**config.mk**
```make
export PLATFORM = sky130hd
export DESIGN_NAME = iwsw_cell
export DESIGN_NICKNAME = d
export VERILOG_FILES = /design/src/rtl/iwsw_pkg.sv /design/src/rtl/iwsw_cell.sv
export SDC_FILE = /design/constraint.sdc
export NUM_CORES = 1
export LEC_CHECK = 0
export BUFFER_PORTS_ARGS = -buffer_cell sky130_fd_sc_hd__clkbuf_2
export CAP_MARGIN = 20
export CELL_PAD_IN_SITES_DETAIL_PLACEMENT = 1
export CELL_PAD_IN_SITES_GLOBAL_PLACEMENT = 2
export CORE_MARGIN = 2
export CORE_UTILIZATION = 25
export DETAILED_ROUTE_END_ITERATION = 16
export GPL_TIMING_DRIVEN = 0
export PLACE_DENSITY_LB_ADDON = 0.1
export RECOVER_POWER = 25
export SYNTH_ARGS = -nofsm -noshare
export SYNTH_HDL_FRONTEND = slang
export SYNTH_SLANG_ARGS = --single-unit
```
**constraint.sdc**
```tcl
create_clock -name clk_i -period 6.2 [get_ports clk_i]
set_input_delay 1.24 -clock clk_i [delete_from_list [all_inputs] [get_ports clk_i]]
set_output_delay 1.24 -clock clk_i [all_outputs]
set_load 0.02 [all_outputs]
```
**src/rtl/iwsw_pkg.sv**
```systemverilog
// types and constants for the instruction window sector wakeup unit
// no dependencies; used by the control block, the window cells and the checker
package iwsw_pkg;

  localparam int unsigned CFG_IDX_W        = 1;
  localparam int unsigned CFG_DATA_W       = 4;
  localparam int unsigned OP_W             = 2;
  localparam int unsigned RET_CNT_W        = 4;
  localparam int unsigned MAX_RETIRE_PORTS = 8;

  localparam logic [CFG_IDX_W-1:0]  CFG_RETIRE_WIDTH = 1'd0;
  localparam logic [CFG_IDX_W-1:0]  CFG_BLOCK_OFFSET = 1'd1;
  localparam logic [CFG_DATA_W-1:0] RETIRE_WIDTH_RST = 4'd4;
  localparam logic [CFG_DATA_W-1:0] BLOCK_OFFSET_RST = 4'd6;

  typedef enum logic [OP_W-1:0] {
    OP_INSERT   = 2'd0,
    OP_RETIRE   = 2'd1,
    OP_RESPONSE = 2'd2,
    OP_NONE     = 2'd3
  } op_e;

  typedef enum logic [1:0] {
    S_IDLE,
    S_EXEC,
    S_RETIRE,
    S_RESULT
  } state_e;

  typedef struct packed {
    logic insert;
    logic wake;
    logic shift;
  } cell_cmd_t;

endpackage

```
**src/rtl/iwsw_cell.sv**
```systemverilog
// one window entry of the cell chain: load on insert, sector wakeup on response,
// shift towards the tail on retire; depends on iwsw_pkg
module iwsw_cell
  import iwsw_pkg::*;
#(
  parameter int unsigned IDX          = 0,
  parameter int unsigned CNT_W        = 8,
  parameter int unsigned SECTOR_COUNT = 8,
  parameter int unsigned ADDRESS_BITS = 48
) (
  input  logic                    clk_i,
  input  cell_cmd_t               cmd_i,
  input  logic [CNT_W-1:0]        count_i,
  input  logic                    item_bubble_i,
  input  logic [ADDRESS_BITS-1:0] item_addr_i,
  input  logic [SECTOR_COUNT-1:0] item_mask_i,
  input  logic [ADDRESS_BITS-1:0] block_mask_i,
  input  logic                    nb_ready_i,
  input  logic                    nb_bubble_i,
  input  logic [ADDRESS_BITS-1:0] nb_addr_i,
  input  logic [SECTOR_COUNT-1:0] nb_pend_i,
  output logic                    ready_o,
  output logic                    bubble_o,
  output logic [ADDRESS_BITS-1:0] addr_o,
  output logic [SECTOR_COUNT-1:0] pend_o
);

  logic                    ready_q, ready_d;
  logic                    bubble_q, bubble_d;
  logic [ADDRESS_BITS-1:0] addr_q, addr_d;
  logic [SECTOR_COUNT-1:0] pend_q, pend_d;
  logic                    hit;

  assign hit = !bubble_q && (((addr_q ^ item_addr_i) & block_mask_i) == '0);

  always_comb begin
    ready_d  = ready_q;
    bubble_d = bubble_q;
    addr_d   = addr_q;
    pend_d   = pend_q;
    if (cmd_i.shift) begin
      ready_d  = nb_ready_i;
      bubble_d = nb_bubble_i;
      addr_d   = nb_addr_i;
      pend_d   = nb_pend_i;
    end else if (cmd_i.insert && (count_i == CNT_W'(IDX))) begin
      ready_d  = item_bubble_i;
      bubble_d = item_bubble_i;
      addr_d   = item_bubble_i ? '0 : item_addr_i;
      pend_d   = item_bubble_i ? '0 : item_mask_i;
    end else if (cmd_i.wake && hit) begin
      pend_d = pend_q & ~item_mask_i;
      if (pend_d == '0) begin
        ready_d = 1'b1;
      end
    end
  end

  always_ff @(posedge clk_i) begin
    ready_q  <= ready_d;
    bubble_q <= bubble_d;
    addr_q   <= addr_d;
    pend_q   <= pend_d;
  end

  assign ready_o  = ready_q;
  assign bubble_o = bubble_q;
  assign addr_o   = addr_q;
  assign pend_o   = pend_q;

endmodule

```
# Word level (Yosys, flattened, before mapping)
# Index checks and enable logic that the tools add are counted.
[totals] rom_bits=0 memories=0 word_cells=32 mem_bits_rw=0 out_inout_bits=58 input_bits=175 latchBits=0 reg_bits=58
[op_classes] reduce_logical=11 div=0 shifts=0 n_lt_le_gt_ge=0 add_sub_neg=0 mux=13 bitwise_logic=4 n_mul=0 n_eq_ne=0
[ops] operator="$mux W48" n=3
[ops] operator="$and A48 B48 Y48" n=1
[ops] operator="$logic_not A48 Y1" n=1
[ops] operator="$xor A48 B48 Y48" n=1
[ops] operator="$mux W8" n=4
[ops] operator="$logic_not A8 Y1" n=2
[ops] operator="$and A8 B8 Y8" n=1
[ops] operator="$not A8 Y8" n=1
[ops] operator="$mux W1" n=6
[ops] operator="$reduce_bool A3 Y1" n=2
[ops] operator="$logic_and A1 B1 Y1" n=3
[ops] operator="$reduce_and A2 Y1" n=1
[ops] operator="$reduce_bool A2 Y1" n=1
[ops] operator="$logic_not A1 Y1" n=1

# Depth between registers and ports, before layout
# Gate-level depths: netlist of run 1.
[logic_depth] ltp_word=8 ltp_mapped=5 mapped_depth_nobuf=5

# Worst setup path before layout of run 1
# OpenSTA, ideal clock, no wires.
[synth_path] kind="input port to flip-flop" from="input port count_i[2]" to="register addr_q[0], in the netlist addr_o[0], enable pin" path_stages=5 t_required_ps=5797 slack_ps=2828 arrival_time_ps=2969 cell_sequence="nor4_1 -> nand4b_1 -> clkbuf_1 -> nor2b_1 -> inv_1"
[synth_between] elab_chain_len=3
[synth_rtl] item="from (decl)" line="iwsw_cell.sv:13" source="input logic [CNT_W-1:0] count_i,"
[synth_rtl] item="$logic_not A8 Y1" line="iwsw_cell.sv:46" source="end else if (cmd_i.insert && (count_i == CNT_W'(IDX))) begin"
[synth_rtl] item="$logic_and A1 B1 Y1" line="iwsw_cell.sv:46"
[synth_rtl] item="$reduce_bool A2 Y1 (no line)"
[synth_rtl] item="to (signal assigned)" line="iwsw_cell.sv:62" source="addr_q <= addr_d;"
[synth_rtl] item="to (decl)" line="iwsw_cell.sv:30" source="logic [ADDRESS_BITS-1:0] addr_q, addr_d;"
# No other way between the ends.
# A chain may end at the register's enable or synchronous reset.

# Worst setup path after layout of run 1
[layout_path] from="input port item_addr_i[6]" to="register pend_q[2], in the netlist pend_o[2], enable pin"
[layout_between] elab_chain_len=6
[layout_rtl] item="from (decl)" line="iwsw_cell.sv:15" source="input logic [ADDRESS_BITS-1:0] item_addr_i,"
[layout_rtl] item="$xor A48 B48 Y48" line="iwsw_cell.sv:34" source="assign hit = !bubble_q && (((addr_q ^ item_addr_i) & block_mask_i) == '0);"
[layout_rtl] item="$and A48 B48 Y48" line="iwsw_cell.sv:34"
[layout_rtl] item="$logic_not A48 Y1" line="iwsw_cell.sv:34"
[layout_rtl] item="$logic_and A1 B1 Y1" line="iwsw_cell.sv:34"
[layout_rtl] item="$logic_and A1 B1 Y1" line="iwsw_cell.sv:51" source="end else if (cmd_i.wake && hit) begin"
[layout_rtl] item="$reduce_bool A3 Y1 (no line)"
[layout_rtl] item="to (signal assigned)" line="iwsw_cell.sv:63" source="pend_q <= pend_d;"
[layout_rtl] item="to (decl)" line="iwsw_cell.sv:31" source="logic [SECTOR_COUNT-1:0] pend_q, pend_d;"
# No other way between the ends.

==> results of run 1 <==
-- cells in the final DEF (no fill, tap or decap), types with 2 or more instances in the layout --
| master | instances |
|---|---|
| a22o_1 | 48 |
| a22oi_1 | 28 |
| buf_1 | 2 |
| clkbuf_1 | 39 |
| clkbuf_16 | 9 |
| clkbuf_2 | 204 |
| clkinv_1 | 2 |
| clkinv_2 | 3 |
| edfxtp_1 | 58 |
| nand2_1 | 10 |
| nand4_1 | 5 |
| nor2_1 | 3 |
| nor2b_1 | 9 |
| nor3_1 | 2 |
| nor4_1 | 3 |
| o21ai_0 | 9 |
| o21ai_1 | 2 |
| or4b_1 | 2 |
| xor2_1 | 48 |
-- power groups by stage --
stage               clock [uW]  sequential [uW]  combinational (uW)
CTS                        450              498                 263
global route               468              502                 278
global placement             0              506                 256
finish                     437              498                 254
floorplan                    0              546                88.7
detailed placement           0              505                 262
-- flip-flops by register name (all words and copies together), names as in the netlist --
signal,cells
bubble_o,1
addr_o,48
ready_o,1
pend_o,8
-- routing by layer --
metal / track usage / up-vias
li1: - / 1493
met1: 0.214 / 1473
met2: 0.300 / 134
met3: 0.0535 / 14
met4: 0.0659 / 0
met5: 0 / -
-- logic make-up after synthesis --
group | count (synthesis) | share of synthesized area
buf+inv | 16 | 0.0193
flops | 58 | 0.549
xor+xnor | 48 | 0.133
mux | 1 | 0.00355
simple gates | 39 | 0.0714
compound gates | 90 | 0.224
-- metrics by stage --
| step | utilization | power [uW] | cells | setup slack, ns |
|---|---|---|---|---|
| global placement | 0.363 | 761 | 655 | 1.80 |
| floorplan | - | 635 | 252 | 2.83 |
| finish | 0.382 | 1190 | 671 | 2.93 |
| detailed placement | 0.365 | 767 | 656 | 2.57 |
| global route | 0.382 | 1250 | 671 | 2.82 |
| CTS | 0.385 | 1210 | 671 | 2.91 |
-- worst max-delay path by stage --
stage | endpoint | slack (ns) | depth (start not counted)
5_1_grt | pend_o[2] | 2.82 | 6
6_report | pend_o[2] | 2.93 | 6
3_5_place_dp | pend_o[6] | 2.57 | 6
2_1_floorplan | addr_o[0] | 2.83 | 5
4_1_cts | pend_o[2] | 2.91 | 6
3_3_place_gp | addr_o[23] | 1.80 | 6
-- worst max-delay path, delay by kind of cell --
kind / cells / cell delay (ns)
compound gates: 2 / 0.94
simple gates: 2 / 0.78
xor+xnor: 1 / 0.15
buf+inv: 1 / 0.10
-- area by class of cell --
cell class | count | area (um^2)
Fill cell | 1496 | 7740
Inverter | 2 | 7.51
Buffer | 14 | 53.8
Sequential cell | 58 | 1740
Timing Repair Buffer | 232 | 1140
Clock buffer | 10 | 229
Tap cell | 172 | 215
Multi-Input combinational cell | 178 | 1370
Clock inverter | 5 | 22.5
==> metrics.txt, run 1 <==
Worst Setup SP=item_addr_i[6]; CTS resizes=0; final antenna diode count=0; number of remaining DRC errors=0; core footprint=12500 um^2; total CTS buffers=9; crit end category=register; final wirelength=12400 um; Unique masters post-synth=26; most common cell in the synthesized netlist=edfxtp_1; WP data arrival=approximately 3.2 ns; crit path max fanout=8; Synth top area share=0.549; worst hold start=bubble_o; drt first pass iters=4; Yosys top cell by area=edfxtp_1; CP max stage delay=0.68 ns; GRT overflow=0; hold_ws=around 0.83 ns; Syn Inst Count=252; I/O pin total=233; Vias per Instance=4.64; Reg power frac=0.419; Die ar.=13600 um^2; largest net degree at the start of global routing=35; RePlAce Congestion=0.732; initial antenna violation count=0; Internal=850 uW; syn nets=427; Post-DRT Antenna Nets=0; Worst-Margin Slew=~0.8 ns; gr usage total=0.178; Leak Pwr=0.00215 uW; Post-CTS Setup Inserts=0; Setup violations, final=0; Core Rows=41; Clock Power Share=0.368; TritonCTS Sinks=58; H-tree levels=3; Net Sw Power=339 uW; IO buf count=231; initial drt markers=96; Hold Path Sink=ready_o; global-route wire length before repair=17600 um; Placed Instance Area=between 4000 and 5000 um^2; Clk Tree Root Cell=clkbuf_16; fmax=0.306 GHz; synthesis-stage register bit count=58; Tcrit/Tclk final=0.527; die width=117 um; worst path cell trace=clkbuf_2 -> xor2_1 -> a22oi_1 -> nand4_1 -> or4b_1 -> o21ai_1; syn avg cell area=12.6 um^2; fin area=4780 um^2; hold_buf cts=0; Clk pin slew, worst setup/hold paths=0.05 ns; HP Class=register to register; ranking of synthesized cells by area=edfxtp_1 55%, a22o_1 13%, xor2_1 13%, a22oi_1 6.6%, nor2b_1 1.8%; Worst EP required=6.15 ns; run status=finished clean; crit path time final=between 3 and 4 ns; CTS tree=built; Area Growth Syn to Fin=50.7%; placed wire-length estimate=9700 um; Mapped Area=3170 um^2; Async SR Flop Fraction=0; die extent in y=117 um; Max Slew Vio Count=0; hold violation total from the final report=0; Reg2Reg Setup Slack=3.53 ns; met1 wire length=5020 um; sequential fraction of the synthesis area=0.549; RSZ-0062 raised after global routing=no; RR Endpoint=pend_o[2]; peak supply drop=0.0964 mV; WL met2=6180 um; Avg WL per Cell=between 15 and 20 um; worst clock skew=0.00459 ns; max layer used=met4; Worst Path Class, Setup=input port to register; Setup TNS=0 ns; Slew HR=0.459; hold depth=3; critical path launch point type=input port; r2r startpoint=addr_o[6]; prevailing post-synth register cell=edfxtp_1; Starting Density=0.253; critical path's slowest cell=o21ai_1; Worst-Skew Late Latency=0.32 ns; Max-Cap Viols=0; via count=3114; PD cells=249 nW/um^2; Sw Ratio=0.285; CTS Buffer Depth=2; Gate power share=0.214; met3 wire length=about 1000 um; Post-synth EDFFs=58; Worst R2R Path Depth=5; number of global-route vias before repair=between 3000 and 4000; share of layout cells above drive strength 1=0.443; Final Net Count=670; yosys warns=0; Commonest cells post-synth=58 x edfxtp_1, 48 x a22o_1, 48 x xor2_1, 28 x a22oi_1, 11 x clkbuf_1
Power figures use the tool's default switching activity.
==> run 2, diff against run 1 <==
--- a/config.mk
+++ b/config.mk
@@ -10,7 +10,7 @@
 export CELL_PAD_IN_SITES_DETAIL_PLACEMENT = 1
 export CELL_PAD_IN_SITES_GLOBAL_PLACEMENT = 2
 export CORE_MARGIN = 2
-export CORE_UTILIZATION = 25
+export CORE_UTILIZATION = 23
 export DETAILED_ROUTE_END_ITERATION = 16
 export GPL_TIMING_DRIVEN = 0
 export PLACE_DENSITY_LB_ADDON = 0.1
==> constraint.sdc (replaced) <==
create_clock -name clk_i -period 3.19 [get_ports clk_i]
set_input_delay 0.638 -clock clk_i [delete_from_list [all_inputs] [get_ports clk_i]]
set_output_delay 0.638 -clock clk_i [all_outputs]
set_load 0.02 [all_outputs]
==> metrics.txt, run 2 (same netlist as run 1, synthesis figures left out) <==
global-route wire length before repair=19500 um (was 17600 um); share of layout cells above drive strength 1=0.436 (was 0.443); Final Net Count=670 (unchanged); register area=1740 um^2 (unchanged); CTS resizes=0 (unchanged); max FFs per register=48 (unchanged); Tcrit/Tclk final=0.835; Setup violations, final=0 (unchanged); CTS tree=built (unchanged); CTS Buffer Depth=2 (unchanged); crit end category=register (unchanged); WP data arrival=2.62 ns (was 3.21 ns); PD cells=484 nW/um^2 (was 249 nW/um^2); run status=finished clean (unchanged); largest net degree at the start of global routing=34 (was 35); Core Rows=42 (was 41); placed wire-length estimate=10100 um (was 9700 um); fmax=0.375 GHz; gr usage total=0.179 (was 0.178); H-tree levels=3 (unchanged); drt first pass iters=6 (was 4); Worst-Margin Slew=0.784 ns (was 0.807 ns); hold violation total from the final report=0 (unchanged); worst clock skew=0.00679 ns (was 0.00459 ns); Final Power=2320 uW (was 1190 uW); GRT overflow=0 (unchanged); crit path max fanout=8 (unchanged); die extent in y=121 um (was 117 um); final wirelength=12900 um (was 12400 um); number of remaining DRC errors=0 (unchanged); number of global-route vias before repair=3505 (was 3321); Area Growth Syn to Fin=50.9% (was 50.7%); total CTS buffers=9 (unchanged); final antenna diode count=0 (unchanged); Worst Path Class, Setup=register to register (was input port to register); initial antenna violation count=0 (unchanged); via count=3118 (was 3114); most frequent cells in the layout=202 x clkbuf_2, 58 x edfxtp_1, 48 x a22o_1, 48 x xor2_1, 42 x clkbuf_1 (was 204 x clkbuf_2, 58 x edfxtp_1, 48 x a22o_1, 48 x xor2_1, 39 x clkbuf_1); final worst slack=0.525 ns (was 2.93 ns); Final Util=0.359 (was 0.382); filler cell count=1554 (was 1496); RSZ-0062 raised after global routing=no (unchanged); most common cell after layout, fill and taps aside=clkbuf_2 (unchanged); Vias per Instance=4.61 (was 4.64); Clk Tree Root Cell=clkbuf_16 (unchanged); TritonCTS Sinks=58 (unchanged); peak supply drop=0.183 mV (was 0.0964 mV); r2r startpoint=addr_o[6] (unchanged); Max Slew Vio Count=0 (unchanged); hold_buf cts=0 (unchanged); Post-CTS Setup Inserts=0 (unchanged); Worst Setup SP=addr_o[6] (was item_addr_i[6]); Slew HR=0.474 (was 0.459); RePlAce Congestion=0.769 (was 0.732); critical path launch point type=register (was input port); Max-Cap Viols=0 (unchanged); Clk pin slew, worst setup/hold paths=0.05 ns (about the same); Worst R2R Path Depth=5 (unchanged); Leak Pwr=0.00214 uW (was 0.00215 uW); Worst EP required=3.14 ns (was 6.15 ns); Setup WS pre-CTS=0.151 ns (was 2.57 ns); initial drt markers=101 (was 96); I/O pin total=233 (unchanged); Post-DRT Antenna Nets=0 (unchanged); Avg WL per Cell=19.0 um (was 18.5 um); Worst-Skew Late Latency=0.33 ns (was 0.32 ns); worst hold start=nb_pend_i[3] (was bubble_o); IO buf count=231 (unchanged); final non-filler cell total=676 (was 671); Die ar.=14700 um^2 (was 13600 um^2); Starting Density=0.238 (was 0.253); crit path time final=2.66 ns; multi-input logic area=1370 um^2 (unchanged); hold depth=3 (unchanged); core footprint=13300 um^2 (was 12500 um^2); die width=121 um (was 117 um); Placed Cells=660 (was 656); HP Class=input port to register (was register to register)
-- run 2: cell types whose count changed in the layout (fill, tap and decap cells not counted) --
cell | previous run | this run
clkbuf_2 | 204 | 202
clkinv_2 | 3 | 2
clkinv_1 | 2 | 3
clkbuf_1 | 39 | 42
-- run 2: worst paths after layout --
| check | endpoint | slack (ns) |
|---|---|---|
| worst max-delay path | pend_o[6] | 0.53 |
| worst min-delay path | pend_o[3] | 0.60 |
| worst max register to register | pend_o[6] | 0.53 |
| worst min register to register | ready_o | 0.82 |
-- run 2: metal layers --
metal	GRT usage	share of wire	routed length, um	up-vias
met5	0	0	0	-
met4	0.0661	0.018	234	0
met3	0.0578	0.088	1140	15
met2	0.293	0.48	6170	143
met1	0.220	0.41	5330	1466
li1	-	-	-	1494
-- run 2: critical path: stages, from the launching register on --
cell and delay (ns):
edfxtp_1 0.41, xor2_1 0.17, a22oi_1 0.23, nand4_1 0.21
or4b_1 0.61, o21ai_1 0.66
-- run 2: area by class of cell --
type                            count  share of cell area
Tap cell                          176              0.0460
Clock inverter                      5             0.00444
Clock buffer                       11              0.0486
Inverter                            2             0.00157
Timing Repair Buffer              232               0.238
Sequential cell                    58               0.364
Buffer                             14              0.0112
Multi-Input combinational cell    178               0.286
-- run 2: report_power, final --
group / switching [uW] / internal, uW / total (uW)
combinational: 276 / 216 / 493
sequential: 45.3 / 923 / 968
clock: 342 / 515 / 857
total: 664 / 1650 / 2320
-- run 2: through the flow --
| step | TNS [ns] | area [um^2] | hold slack (ns) |
|---|---|---|---|
| final | 0 | 4790 | 0.600 |
| after global routing | 0 | 4790 | 0.600 |
| after CTS | 0 | 4820 | 0.586 |
| after detailed placement | 0 | 4570 | 0.814 |
| after global placement | -26.89 | 4550 | 0.770 |
| after floorplan | 0 | 3170 | 0.825 |
