<file path="src/rtl/iwsw_pkg.sv">
// types and constants for the instruction window sector wakeup unit
// no dependencies; used by the control block, the window cells and the checker
package iwsw_pkg;

  localparam int unsigned CFG_IDX_W        = 1;
  localparam int unsigned CFG_DATA_W       = 4;
  localparam int unsigned OP_W             = 2;
  localparam int unsigned RET_CNT_W        = 4;
  localparam int unsigned MAX_RETIRE_PORTS = 8;

  localparam logic [CFG_IDX_W-1:0]  CFG_RETIRE_WIDTH = 1'd0;
  localparam logic [CFG_IDX_W-1:0]  CFG_BLOCK_OFFSET = 1'd1;
  localparam logic [CFG_DATA_W-1:0] RETIRE_WIDTH_RST = 4'd4;
  localparam logic [CFG_DATA_W-1:0] BLOCK_OFFSET_RST = 4'd6;

  typedef enum logic [OP_W-1:0] {
    OP_INSERT   = 2'd0,
    OP_RETIRE   = 2'd1,
    OP_RESPONSE = 2'd2,
    OP_NONE     = 2'd3
  } op_e;

  typedef enum logic [1:0] {
    S_IDLE,
    S_EXEC,
    S_RETIRE,
    S_RESULT
  } state_e;

  typedef struct packed {
    logic insert;
    logic wake;
    logic shift;
  } cell_cmd_t;

endpackage

</file>
<file path="src/rtl/iwsw_ctrl.sv">
// sequencer of the window: config registers, item latch, occupancy count,
// retire loop and result register; depends on iwsw_pkg
module iwsw_ctrl
  import iwsw_pkg::*;
#(
  parameter int unsigned WINDOW_DEPTH = 128,
  parameter int unsigned SECTOR_COUNT = 8,
  parameter int unsigned ADDRESS_BITS = 48,
  parameter int unsigned CNT_W        = 8
) (
  input  logic                    clk_i,
  input  logic                    rst_ni,
  input  logic                    cfg_we_i,
  input  logic [CFG_IDX_W-1:0]    cfg_idx_i,
  input  logic [CFG_DATA_W-1:0]   cfg_wdata_i,
  input  logic                    in_valid_i,
  output logic                    in_ready_o,
  input  logic [OP_W-1:0]         operation_i,
  input  logic                    is_bubble_i,
  input  logic [ADDRESS_BITS-1:0] address_i,
  input  logic [SECTOR_COUNT-1:0] sector_mask_i,
  output logic                    out_valid_o,
  input  logic                    out_ready_i,
  output logic                    accepted_o,
  output logic [RET_CNT_W-1:0]    retired_count_o,
  output logic [CNT_W-1:0]        occupancy_o,
  output logic                    window_full_o,
  output logic                    window_empty_o,
  input  logic                    tail_ready_i,
  output cell_cmd_t               cmd_o,
  output logic [CNT_W-1:0]        count_o,
  output logic                    item_bubble_o,
  output logic [ADDRESS_BITS-1:0] item_addr_o,
  output logic [SECTOR_COUNT-1:0] item_mask_o,
  output logic [ADDRESS_BITS-1:0] block_mask_o
);

  localparam logic [CNT_W-1:0] DEPTH_C = CNT_W'(WINDOW_DEPTH);
  localparam logic [RET_CNT_W-1:0] MAX_RET_C = RET_CNT_W'(MAX_RETIRE_PORTS);

  state_e                  state_q, state_d;
  logic [CFG_DATA_W-1:0]   ret_width_q;
  logic [CFG_DATA_W-1:0]   blk_off_q;
  op_e                     op_q;
  logic                    bubble_q;
  logic [ADDRESS_BITS-1:0] addr_q;
  logic [SECTOR_COUNT-1:0] mask_q;
  logic [CNT_W-1:0]        count_q;
  logic [RET_CNT_W-1:0]    remain_q;
  logic [RET_CNT_W-1:0]    retired_q;
  logic                    acc_q;
  logic                    out_valid_q;
  logic                    out_acc_q;
  logic [RET_CNT_W-1:0]    out_ret_q;
  logic [CNT_W-1:0]        out_occ_q;
  logic                    out_full_q;
  logic                    out_empty_q;

  logic                    accept;
  logic                    step_ok;
  logic                    out_free;
  logic                    out_load;
  logic                    full;
  op_e                     in_op;

  assign in_op    = op_e'(operation_i);
  assign full     = (count_q == DEPTH_C);
  assign out_free = !out_valid_q || out_ready_i;
  assign step_ok  = (remain_q != '0) && (count_q != '0) && tail_ready_i;
  assign accept   = in_valid_i && in_ready_o;

  // next state
  always_comb begin
    state_d = state_q;
    case (state_q)
      S_IDLE: begin
        if (in_valid_i) begin
          state_d = (in_op == OP_RETIRE) ? S_RETIRE : S_EXEC;
        end
      end
      S_EXEC: begin
        state_d = S_RESULT;
      end
      S_RETIRE: begin
        if (!step_ok) begin
          state_d = S_RESULT;
        end
      end
      S_RESULT: begin
        if (out_free) begin
          state_d = S_IDLE;
        end
      end
      default: begin
        state_d = S_IDLE;
      end
    endcase
  end

  // outputs of the sequencer
  always_comb begin
    in_ready_o   = 1'b0;
    cmd_o        = '0;
    out_load     = 1'b0;
    case (state_q)
      S_IDLE: begin
        in_ready_o = 1'b1;
      end
      S_EXEC: begin
        cmd_o.insert = (op_q == OP_INSERT) && !full;
        cmd_o.wake   = (op_q == OP_RESPONSE);
      end
      S_RETIRE: begin
        cmd_o.shift = step_ok;
      end
      S_RESULT: begin
        out_load = out_free;
      end
      default: begin
        in_ready_o = 1'b0;
      end
    endcase
  end

  always_ff @(posedge clk_i or negedge rst_ni) begin
    if (!rst_ni) begin
      state_q     <= S_IDLE;
      ret_width_q <= RETIRE_WIDTH_RST;
      blk_off_q   <= BLOCK_OFFSET_RST;
      count_q     <= '0;
      remain_q    <= '0;
      retired_q   <= '0;
      acc_q       <= 1'b0;
      out_valid_q <= 1'b0;
    end else begin
      state_q <= state_d;
      if (cfg_we_i) begin
        case (cfg_idx_i)
          CFG_RETIRE_WIDTH: ret_width_q <= cfg_wdata_i;
          CFG_BLOCK_OFFSET: blk_off_q   <= cfg_wdata_i;
          default: begin
          end
        endcase
      end
      if (accept) begin
        remain_q  <= (RET_CNT_W'(ret_width_q) > MAX_RET_C) ? MAX_RET_C
                                                            : RET_CNT_W'(ret_width_q);
        retired_q <= '0;
        acc_q     <= (in_op == OP_RETIRE) || (in_op == OP_RESPONSE) ||
                     ((in_op == OP_INSERT) && !full);
      end
      if (cmd_o.insert) begin
        count_q <= count_q + 1'b1;
      end else if (cmd_o.shift) begin
        count_q   <= count_q - 1'b1;
        remain_q  <= remain_q - 1'b1;
        retired_q <= retired_q + 1'b1;
      end
      if (out_load) begin
        out_valid_q <= 1'b1;
      end else if (out_ready_i) begin
        out_valid_q <= 1'b0;
      end
    end
  end

  always_ff @(posedge clk_i) begin
    if (accept) begin
      op_q     <= in_op;
      bubble_q <= is_bubble_i;
      addr_q   <= address_i;
      mask_q   <= sector_mask_i;
    end
    if (out_load) begin
      out_acc_q   <= acc_q;
      out_ret_q   <= retired_q;
      out_occ_q   <= count_q;
      out_full_q  <= full;
      out_empty_q <= (count_q == '0);
    end
  end

  assign count_o         = count_q;
  assign item_bubble_o   = bubble_q;
  assign item_addr_o     = addr_q;
  assign item_mask_o     = mask_q;
  assign block_mask_o    = {ADDRESS_BITS{1'b1}} << blk_off_q;
  assign out_valid_o     = out_valid_q;
  assign accepted_o      = out_acc_q;
  assign retired_count_o = out_ret_q;
  assign occupancy_o     = out_occ_q;
  assign window_full_o   = out_full_q;
  assign window_empty_o  = out_empty_q;

endmodule

</file>
<file path="config.mk">
export PLATFORM = sky130hd
export DESIGN_NAME = iwsw_ctrl
export DESIGN_NICKNAME = d
export VERILOG_FILES = /design/src/rtl/iwsw_pkg.sv /design/src/rtl/iwsw_ctrl.sv
export SDC_FILE = /design/constraint.sdc
export NUM_CORES = 1
export LEC_CHECK = 0
export BUFFER_PORTS_ARGS = -buffer_cell sky130_fd_sc_hd__buf_2
export CORE_ASPECT_RATIO = 1.5
export CORE_UTILIZATION = 34
export DETAILED_ROUTE_END_ITERATION = 10
export MAX_ROUTING_LAYER = met4
export PLACE_DENSITY = 0.7
export SYNTH_ARGS = -nofsm -noshare
export SYNTH_HDL_FRONTEND = slang
export SYNTH_SLANG_ARGS = --single-unit
</file>
<file path="constraint.sdc">
create_clock -name clk_i -period 4.75 [get_ports clk_i]
set_clock_uncertainty 0.15 [all_clocks]
set_input_delay 0.7125 -clock clk_i [delete_from_list [all_inputs] [get_ports clk_i]]
set_output_delay 0.7125 -clock clk_i [all_outputs]
set_load 0.01 [all_outputs]
</file>
# After elaboration in Yosys (flattened, before gate mapping)
# Cells that the tools add are included.
# totals
ff_bits	102
in_bits	70
output_inout_bits	133
word_cells	75
# classes
addsub	4
magnitude_cmp	1
eq_ne	10
shifts	1
n_mux	20
bitwise	1
n_reduce_logical	21
# ops
operator	count
48-bit by 4-bit left shift with 48-bit output (first input constant)	1
4-bit 2-to-1 mux	7
8-bit 2-to-1 mux	2
2-bit 2-to-1 mux	5
8-bit by 1-bit adder with 8-bit output (second input constant)	1
2-bit == test (second input constant)	4
8-bit == test (second input constant)	1
8-bit logical NOT	1
2-bit case mux with 4 select lines	1
8-bit nonzero test	1
8-bit by 1-bit subtractor with 8-bit output (second input constant)	1
2-bit logical NOT	3
2-bit inequality test (second input constant)	3
1-bit logical AND	5
1-bit 2-to-1 mux	5
4-bit by 1-bit adder with 4-bit output (second input constant)	1
2-bit by 1-bit == test with 1-bit output (second input constant)	2
4-bit greater-than comparator (second input constant)	1
2-bit AND reduction	2
2-bit nonzero test	2
4-bit nonzero test	1
4-bit by 1-bit subtractor with 4-bit output (second input constant)	1
1-bit logical OR	3
3-bit AND reduction	1
2 further kinds	3

# Logic depth before layout (Yosys ltp)
# Gate-level depths: netlist (run 1).
# logic_depth
ltp_word	6
ltp_mapped	10
mapped_depth_nobuf	10

# Least setup slack after synthesis (run 1)
# No wires, ideal clock.
# synth_path
path_type	reg2reg
startpoint	register count_q[2] (netlist: count_o[2])
endpoint	register count_q[7] (netlist: count_o[7])
setup_ns	0.079
arrival_ns	2.783
required_ns	4.521
slack_ns	1.737
path_stages_with_launch	11
path_buffers	0
synth_period_minus_slack_ns	3.013
cell_sequence	dfrtp_1 or4_4 nor4_1 nand2_1 nand2_1 ha_1 a21o_1 a21oi_1 o31a_1 mux2_2 mux2i_1
# synth_via
elab_chain_cells	5
word_cells_on_any_way	13
classes_between	add/sub (2); eq/ne (1); mux (4); reduce/logical (6)
# synth_lines
item	line_no	source
start, declared	iwsw_ctrl.sv:48	logic [CNT_W-1:0] count_q;
start signal, assigned	iwsw_ctrl.sv:153	count_q <= count_q + 1'b1;
start signal, assigned	iwsw_ctrl.sv:155	count_q <= count_q - 1'b1;
branches (longest 5 deep; another with 8-bit by 1-bit subtractor with 8-bit output)	--	
# Parallel ways; which one is timed is not known. The select of a mux whose other input is x is not followed.
# A chain may end at the register's enable or synchronous reset.

# Final worst setup path (run 1)
# layout_path
startpoint	register count_q[2] (netlist: count_o[2])
endpoint	register count_q[5] (netlist: count_o[5])
# The elaborated chain is that of the path after synthesis.

==> results.cfg, run 1 <==
[status]
status = complete, no violations

[layout]
nets = 544
final_common_cell = buf_2
fin_area_mm2 = 0.00550
final_cell_mix = buf_2 (169), edfxtp_1 (74), conb_1 (33)
area_growth_pct = 28.5
drive_gt1_frac = 0.459
antennaDiodeCount = 0

[logic_synthesis]
synth_edf_count = 74
ys_types = 41
yosysWarnings = 0
synthesis.area_mm2 = 0.00428
async_flop_share = 0.275
ys_ff_latch = 102
synth_area_per_cell_um2 = 15.1
yosys_most_used_dff = edfxtp_1
yosysSeqAreaShare = 0.684
syn_inst = 284

[global_routing]
grt_pass1_wl_mm = 13.2
grt_pass1_vias = 2701
antenna_found_initial = 0
grt_util_all_layers = 0.139
grt_max_degree = 36
overflow = 0

[setup_path]
cp-end-kind = register
reg2reg_slack_ns = 1.52
crit_type = register to register
rr_worst_depth = 10
cp-start-kind = register
path_max_fanout = 8
required_ns = 4.83
worstPathArrival_ns = 3.30

[clocking]
cts_resized = 0
clock_latency_ns = 0.34
max-clock-path-buffers = 2
cts_hold_buffers = 0
clk_pin_slew_ns = 0.07
cts_setup_buffers = 0
clkSinkCount = 102
cts_buffers = 9
cts.htree.levels = 3
cts_tree = built
root_buffer = clkbuf_16

[sta]
layout_min_cycle_time_ns = 3.23
setup_viol = 0
rsz0062_at_grt = no
finalCritPeriodShare = 0.679
fmax_mhz = 310
relSlewSlack = 0.528
holdWs_ns = 0.247
finalHoldViolCount = 0
drv_slew = 0
fin_setup_tns_ns = 0
worst_pin_slew_ns = 0.708

[floorplan]
initial_core_util = 0.353
design.core.area_mm2 = 0.0121
rows = 49
die-height_um = 139
ioPinCount = 203
dieArea_mm2 = 0.0130
die_w_um = 93.6

[detailed_routing]
post-route-drc-count = 0
drt_iter0_markers = 87
first_pass_iters = 4
wl_per_cell_um = 14.2
vias = 2767
drt_wl_total_mm = 8.77
ant_nets = 0
viasPerCell = 4.48

[min_path]
hp-class = primary input to asynchronous set/reset pin

[pwr]
cellLeakagePower_nw = 2.46
power.total_w = 0.00311
power.density_mw_per_mm2 = 566
ir_worst_vdd_uv = 205

[place]
postPlaceCellArea_mm2 = 0.00518
place.gp.congestion = 0.817
hpwl_mm = 6.82
portBuffers = 169

[flow_run]
maxCapViolCount = 0
==> worst max-delay path, stage by stage, from the launching register on <==
cell	delay, ns
dfrtp_1	0.42
or4_4	0.58
nor4_1	0.18
nand2_1	0.13
nand2_1	0.31
ha_1	0.29
a21o_1	0.18
a21oi_1	0.25
o21ai_0	0.18
xor2_1	0.18
mux2_2	0.27
==> final timing paths <==
check | start | end
worst min register to register | acc_q$_DFFE_PN0P_ | accepted_o$_DFFE_PP_
worst max-delay path | count_o[2]$_DFFE_PN0P_ | count_o[5]$_DFFE_PN0P_
max in group asynchronous | rst_ni | remain_q[1]$_DFF_PN0_
min in group clk_i | acc_q$_DFFE_PN0P_ | accepted_o$_DFFE_PP_
worst max register to register | count_o[2]$_DFFE_PN0P_ | count_o[5]$_DFFE_PN0P_
worst min-delay path | rst_ni | count_o[2]$_DFFE_PN0P_
==> through the flow <==
stage	setup WS [ns]	std cells	utilization
floorplan	1.74	316	-
finish	1.52	617	0.453
global route	1.30	617	0.453
detailed placement	1.56	601	0.426
global placement	1.61	601	0.426
CTS	1.52	617	0.453
==> power breakdown <==
group | switching [W] | leakage (nW) | internal (W)
combinational | 0.000542 | 1.28 | 0.000423
clock | 0.000344 | 0.159 | 0.000427
sequential | 0.000151 | 1.02 | 0.00122
==> state kept, by name (all words and copies together), names as in the netlist, 4 cells and up <==
signal           flops
blk_off_q            4
retired_count_o      4
item_addr_o         48
count_o              8
retired_q            4
remain_q             4
ret_width_q          4
occupancy_o          8
item_mask_o          8
==> layout make-up <==
| cell class | instances | area [µm²] |
|---|---|---|
| Clock buffer | 9 | 225 |
| Sequential cell | 102 | 2930 |
| Inverter | 13 | 48.8 |
| Tap cell | 153 | 191 |
| Timing Repair Buffer | 170 | 853 |
| Multi-Input combinational cell | 163 | 1160 |
| Clock inverter | 7 | 97.6 |
| Fill cell | 1114 | 6640 |
==> Yosys cell counts (2+ instances only) <==
library cell | count | area, µm²
mux2i_1 | 8 | 80.1
a21oi_1 | 13 | 65.1
o21a_1 | 2 | 15.0
nand3_1 | 8 | 40.0
buf_4 | 33 | 248
ha_1 | 14 | 175
o21ai_0 | 8 | 40.0
nor2b_1 | 3 | 18.8
a21o_1 | 2 | 15.0
or4_4 | 2 | 22.5
dfrtp_1 | 25 | 626
xor2_1 | 4 | 35.0
nor2_1 | 6 | 22.5
and2_1 | 2 | 12.5
clkbuf_1 | 4 | 15.0
dfstp_2 | 3 | 78.8
nand2_1 | 11 | 41.3
xnor2_1 | 4 | 35.0
edfxtp_1 | 74 | 2220
nor3_1 | 4 | 20.0
nand2b_1 | 2 | 12.5
mux2_2 | 15 | 169
o211ai_1 | 2 | 15.0
inv_1 | 13 | 48.8
nor3b_1 | 5 | 37.5
a211o_1 | 2 | 17.5
==> routing by layer <==
layer | vias to the layer above | wire (µm) | track usage | share of wire
li1 | 1318 | - | - | -
met1 | 1290 | 3110 | 0.133 | 0.35
met2 | 145 | 4800 | 0.255 | 0.55
met3 | 14 | 665 | 0.0311 | 0.076
met4 | 0 | 197 | 0.0680 | 0.022
met5 | - | 0 | - | 0
==> cell families after synthesis <==
| family | synth area share |
|---|---|
| mux | 0.0582 |
| fa+ha+maj | 0.0456 |
| simple gates | 0.0637 |
| buf+inv | 0.0740 |
| compound gates | 0.0573 |
| flops | 0.684 |
| other cells | 0.000876 |
| xor+xnor | 0.0164 |
Power figures use the tool's default switching activity.
==> inputs of run 2 (changes only) <==
--- a/config.mk
+++ b/config.mk
@@ -10,7 +10,7 @@
 export CORE_UTILIZATION = 34
 export DETAILED_ROUTE_END_ITERATION = 10
 export MAX_ROUTING_LAYER = met4
-export PLACE_DENSITY = 0.7
+export PLACE_DENSITY = 0.72
 export SYNTH_ARGS = -nofsm -noshare
 export SYNTH_HDL_FRONTEND = slang
 export SYNTH_SLANG_ARGS = --single-unit
==> constraint.sdc (replaced) <==
create_clock -name clk_i -period 2.7 [get_ports clk_i]
set_clock_uncertainty 0.15 [all_clocks]
set_input_delay 0.405 -clock clk_i [delete_from_list [all_inputs] [get_ports clk_i]]
set_output_delay 0.405 -clock clk_i [all_outputs]
set_load 0.01 [all_outputs]
==> results.cfg, run 2 (same netlist as run 1, synthesis figures left out) <==
[status]
status = finished with violations
failed_checks = negative setup slack

[min_path]
min-delay-start = address_i[16]
min_path_cells = 1
hp-class = primary input to register
worstHoldEndpoint = item_addr_o[16]$_DFFE_PP_

[flow_run]
maxCapViolCount = 0

[sta]
drv_slew = 0
finalHoldViolCount = 0
rsz0062_at_grt = yes
layout_min_cycle_time_ns = 2.80
relSlewSlack = 0.508
setup_viol = 8
layout_setup_ws_ns = -0.0970
fmax_mhz = 358
worst_pin_slew_ns = 0.738
finalCritPeriodShare = 1.04

[floorplan]
initial_core_util = 0.353
die_w_um = 93.6
design.core.area_mm2 = 0.0121
dieArea_mm2 = 0.0130
die-height_um = 139
rows = 49
ioPinCount = 203

[clocking]
clock_latency_ns = 0.34
root_buffer = clkbuf_16
cts_tree = built
max-clock-path-buffers = 2
clkSinkCount = 102
cts_buffers = 9
cts.htree.levels = 3
clk_pin_slew_ns = 0.08

[place]
portBuffers = 169
place.gp.congestion = 0.818
hpwl_mm = 7.27
post-place-ws_ns = -0.126

[setup_path]
r2r_start = count_o[2]$_DFFE_PN0P_
rr_worst_depth = 10
cp-start-kind = register
r2r-end = count_o[7]$_DFFE_PN0P_
worstPathArrival_ns = 2.24
slowest_delay_ns = 0.58
crit_buf_inv = 2
crit_type = register to output pin
reg2reg_slack_ns = -0.09
required_ns = 2.14
cpLargestDelayFamily = simple AND/OR/NAND/NOR gates
crit_path_cell_trace = or4_4 -> buf_6 -> or4_4 -> o21a_4 -> buf_6
path_max_fanout = 2
slowest_stage = or4_4
cp-end-kind = output pin

[global_routing]
antenna_found_initial = 0
grt_util_all_layers = 0.153
grt_pass1_wl_mm = 14.8
grt_max_degree = 57
grt_pass1_vias = 2994
overflow = 0

[pwr]
ir_worst_vdd_uv = 396
clockPowerShare = 0.210
power.total_w = 0.00601
cellLeakagePower_nw = 2.68
p_sw_frac = 0.337
p_sw_w = 0.00202
combPwrFrac = 0.399
p_seq_frac = 0.391
p_int_w = 0.00399
power.density_mw_per_mm2 = 1010

[detailed_routing]
viasPerCell = 4.50
first_pass_iters = 4
ant_nets = 0
vias = 2944
drt_iter0_markers = 74
post-route-drc-count = 0
drt_wl_total_mm = 9.61
wl_per_cell_um = 14.7

[layout]
final_common_cell = buf_2
antennaDiodeCount = 0
largest_reg_flops = 48
final_cell_mix = buf_2 (168), edfxtp_1 (74), conb_1 (33)
drive_gt1_frac = 0.529
nets = 581
area_growth_pct = 39.4
[run 2: worst max-delay path by stage]
stage	from	end	slack [ns]	cells after the start
finish	count_o[2]$_DFFE_PN0P_	cmd_o[0]	-0.1	5
global route	count_o[2]$_DFFE_PN0P_	count_o[7]$_DFFE_PN0P_	-0.23	10
CTS	count_o[2]$_DFFE_PN0P_	cmd_o[0]	-0.10	5
detailed placement	count_o[2]$_DFFE_PN0P_	count_o[7]$_DFFE_PN0P_	-0.13	10
global placement	count_o[2]$_DFFE_PN0P_	count_o[7]$_DFFE_PN0P_	-0.09	10
floorplan	count_o[2]$_DFFE_PN0P_	count_o[7]$_DFFE_PN0P_	-0.16	10
[run 2: power groups by stage]
stage          logic [W]  clock network [W]  registers [W]
2_1_floorplan    0.00106                  0        0.00253
3_3_place_gp     0.00202                  0        0.00234
3_5_place_dp     0.00210                  0        0.00237
4_1_cts          0.00221            0.00131        0.00234
5_1_grt          0.00263            0.00135        0.00240
6_report         0.00240            0.00126        0.00235
[run 2: timing repair]
action / CTS / global route
resized for setup: 9 / 26
hold buffers: 1 / 0
endpoints found under the hold margin: 25 / 0
pin swaps: 4 / 4
setup buffers: 5 / 8
endpoints found under the setup margin: 5 / 17
[run 2: layout make-up]
cell class	instances	area, µm²
clock inverters	7	73.8
repair buffers	207	1180
inverters	13	52.6
clock buffers	9	225
fillers	1079	6170
flip-flops and latches	102	2930
well taps	153	191
multi-input cells	163	1320
[run 2: per-stage QoR]
step / utilization / std cells / setup TNS (ns) / area, µm² / hold slack, ns
floorplan: - / 316 / -0.269 / 4420 / -0.0406
global placement: 0.444 / 625 / -0.163 / 5390 / 0.291
detailed placement: 0.444 / 625 / -0.298 / 5390 / 0.289
CTS: 0.476 / 647 / -0.384 / 5780 / 0.0682
global route: 0.491 / 654 / -1.25 / 5960 / 0.0720
finish: 0.491 / 654 / -0.433 / 5960 / 0.0817
[run 2: layer usage]
metal	routed length (µm)	track usage
met5	0	-
met3	634	0.0333
met4	332	0.0753
met2	5300	0.281
met1	3350	0.148
==> inputs of run 3 (changes only) <==
--- a/config.mk
+++ b/config.mk
@@ -10,7 +10,7 @@
 export CORE_UTILIZATION = 34
 export DETAILED_ROUTE_END_ITERATION = 10
 export MAX_ROUTING_LAYER = met4
-export PLACE_DENSITY = 0.72
+export PLACE_DENSITY = 0.7
 export SYNTH_ARGS = -nofsm -noshare
 export SYNTH_HDL_FRONTEND = slang
 export SYNTH_SLANG_ARGS = --single-unit
==> constraint.sdc (replaced) <==
create_clock -name clk_i -period 3.6 [get_ports clk_i]
set_clock_uncertainty 0.15 [all_clocks]
set_input_delay 0.54 -clock clk_i [delete_from_list [all_inputs] [get_ports clk_i]]
set_output_delay 0.54 -clock clk_i [all_outputs]
set_load 0.01 [all_outputs]
==> results.cfg, run 3 (same netlist as run 1, synthesis figures left out) <==
[floorplan]
initial_core_util = 0.353
die_w_um = 93.6
ioPinCount = 203
die-height_um = 139
rows = 49
dieArea_mm2 = 0.0130
design.core.area_mm2 = 0.0121

[flow_run]
maxCapViolCount = 0

[global_routing]
grt_pass1_vias = 2813
antenna_found_initial = 0
grt_pass1_wl_mm = 13.6
grt_max_degree = 58
grt_util_all_layers = 0.140
overflow = 0

[layout]
final_cell_mix = buf_2 (169), edfxtp_1 (74), conb_1 (33)
drive_gt1_frac = 0.459
final_common_cell = buf_2
antennaDiodeCount = 0
nets = 544
n_fill_cell = 1083
fin_area_mm2 = 0.00550
area_growth_pct = 28.5
largest_reg_flops = 48

[detailed_routing]
drt_wl_total_mm = 8.79
post-route-drc-count = 0
ant_nets = 0
first_pass_iters = 4
vias = 2760
drt_iter0_markers = 105
viasPerCell = 4.47
wl_per_cell_um = 14.3

[clocking]
max-clock-path-buffers = 2
clk_pin_slew_ns = 0.08
cts_buffers = 9
cts_resized = 0
cts_hold_buffers = 0
clkSinkCount = 102
cts_tree = built
cts_setup_buffers = 0
cts.htree.levels = 3
clock_latency_ns = 0.34
root_buffer = clkbuf_16

[sta]
fmax_mhz = 309
worst_pin_slew_ns = 0.695
fin_setup_tns_ns = 0
drv_slew = 0
relSlewSlack = 0.537
rsz0062_at_grt = no
finalHoldViolCount = 0
layout_min_cycle_time_ns = 3.23
finalCritPeriodShare = 0.898
setup_viol = 0

[setup_path]
path_max_fanout = 8
crit_buf_inv = 0
worstPathArrival_ns = 3.35
cp-start-kind = register
crit_type = register to register
slowest_delay_ns = 0.57
required_ns = 3.72
cpLargestDelayFamily = simple AND/OR/NAND/NOR gates
slowest_stage = or4_4
crit_path_cell_trace = or4_4 -> nor4_1 -> nand2_1 -> nand2_1 -> ha_1 -> a21o_1 -> a21oi_1 -> o31a_1 -> mux2_2 -> mux2i_1
cp_common_cell = nand2_1
cp-end-kind = register

[place]
postPlaceCellArea_mm2 = 0.00518
hpwl_mm = 6.84
place.gp.congestion = 0.816
portBuffers = 169

[pwr]
cellLeakagePower_nw = 2.46
power.density_mw_per_mm2 = 746
ir_worst_vdd_uv = 278

[min_path]
hp-class = primary input to asynchronous set/reset pin

[status]
status = complete, no violations
run 3: changes by cell type in the layout (fill, tap and decap cells not counted), sizes merged:
cell | previous run | this run
dlygate4sd3 | 1 | 0
clkinv | 2 | 3
clkinvlp | 1 | 0
buf | 206 | 170
run 3: layout make-up:
type                            instances  area (µm²)  area share
Multi-Input combinational cell        163        1160       0.210
Clock buffer                            9         225      0.0409
Sequential cell                       102        2930       0.532
Tap cell                              153         191      0.0348
Clock inverter                          7        98.8      0.0180
Inverter                               13        48.8     0.00887
Timing Repair Buffer                  170         853       0.155
run 3: where the power goes:
part	internal, W	switching [W]
sequential	0.00161	0.000201
clock	0.000511	0.000493
combinational	0.000559	0.000726
total	0.00268	0.00142
run 3: layer usage:
layer  part of all wire  vias to the layer above  wire, µm  GRT usage
met4              0.019                        0       169     0.0559
met2               0.55                      141      4810      0.264
li1                   -                     1320         -          -
met1               0.35                     1287      3070      0.134
met3              0.085                       12       749     0.0317
met5                  0                        -         0          -
run 3: worst reg2reg max path, stage by stage, from the launching register on:
cell and delay, ns:
dfrtp_1 0.42, or4_4 0.57, nor4_1 0.18, nand2_1 0.12
nand2_1 0.30, ha_1 0.30, a21o_1 0.18, a21oi_1 0.26
o31a_1 0.22, mux2_2 0.34, mux2i_1 0.12
run 3: path summary, 6_finish.rpt:
check                                        from                         to  slack, ns  cells past startpoint
setup / recovery           count_o[2]$_DFFE_PN0P_     count_o[7]$_DFFE_PN0P_       0.37                     10
hold / removal                             rst_ni     count_o[7]$_DFFE_PN0P_       0.07                      1
setup reg to reg           count_o[2]$_DFFE_PN0P_     count_o[7]$_DFFE_PN0P_       0.37                     10
hold reg to reg                 acc_q$_DFFE_PN0P_       accepted_o$_DFFE_PP_       0.32                      0
max in group asynchronous                  rst_ni   blk_off_q[0]$_DFFE_PN0P_       2.79                      1
min in group clk_i                  address_i[24]  item_addr_o[24]$_DFFE_PP_       0.21                      1
run 3: per-stage QoR:
stage	hold slack, ns	setup WS (ns)	std cells	total power [W]	util
CTS	0.0921	0.375	617	0.00415	0.453
global placement	0.294	0.459	601	0.00307	0.426
finish	0.0709	0.368	617	0.00410	0.453
global route	0.111	0.153	617	0.00437	0.453
detailed placement	0.304	0.407	601	0.00314	0.426
floorplan	0.0944	0.587	316	0.00268	-
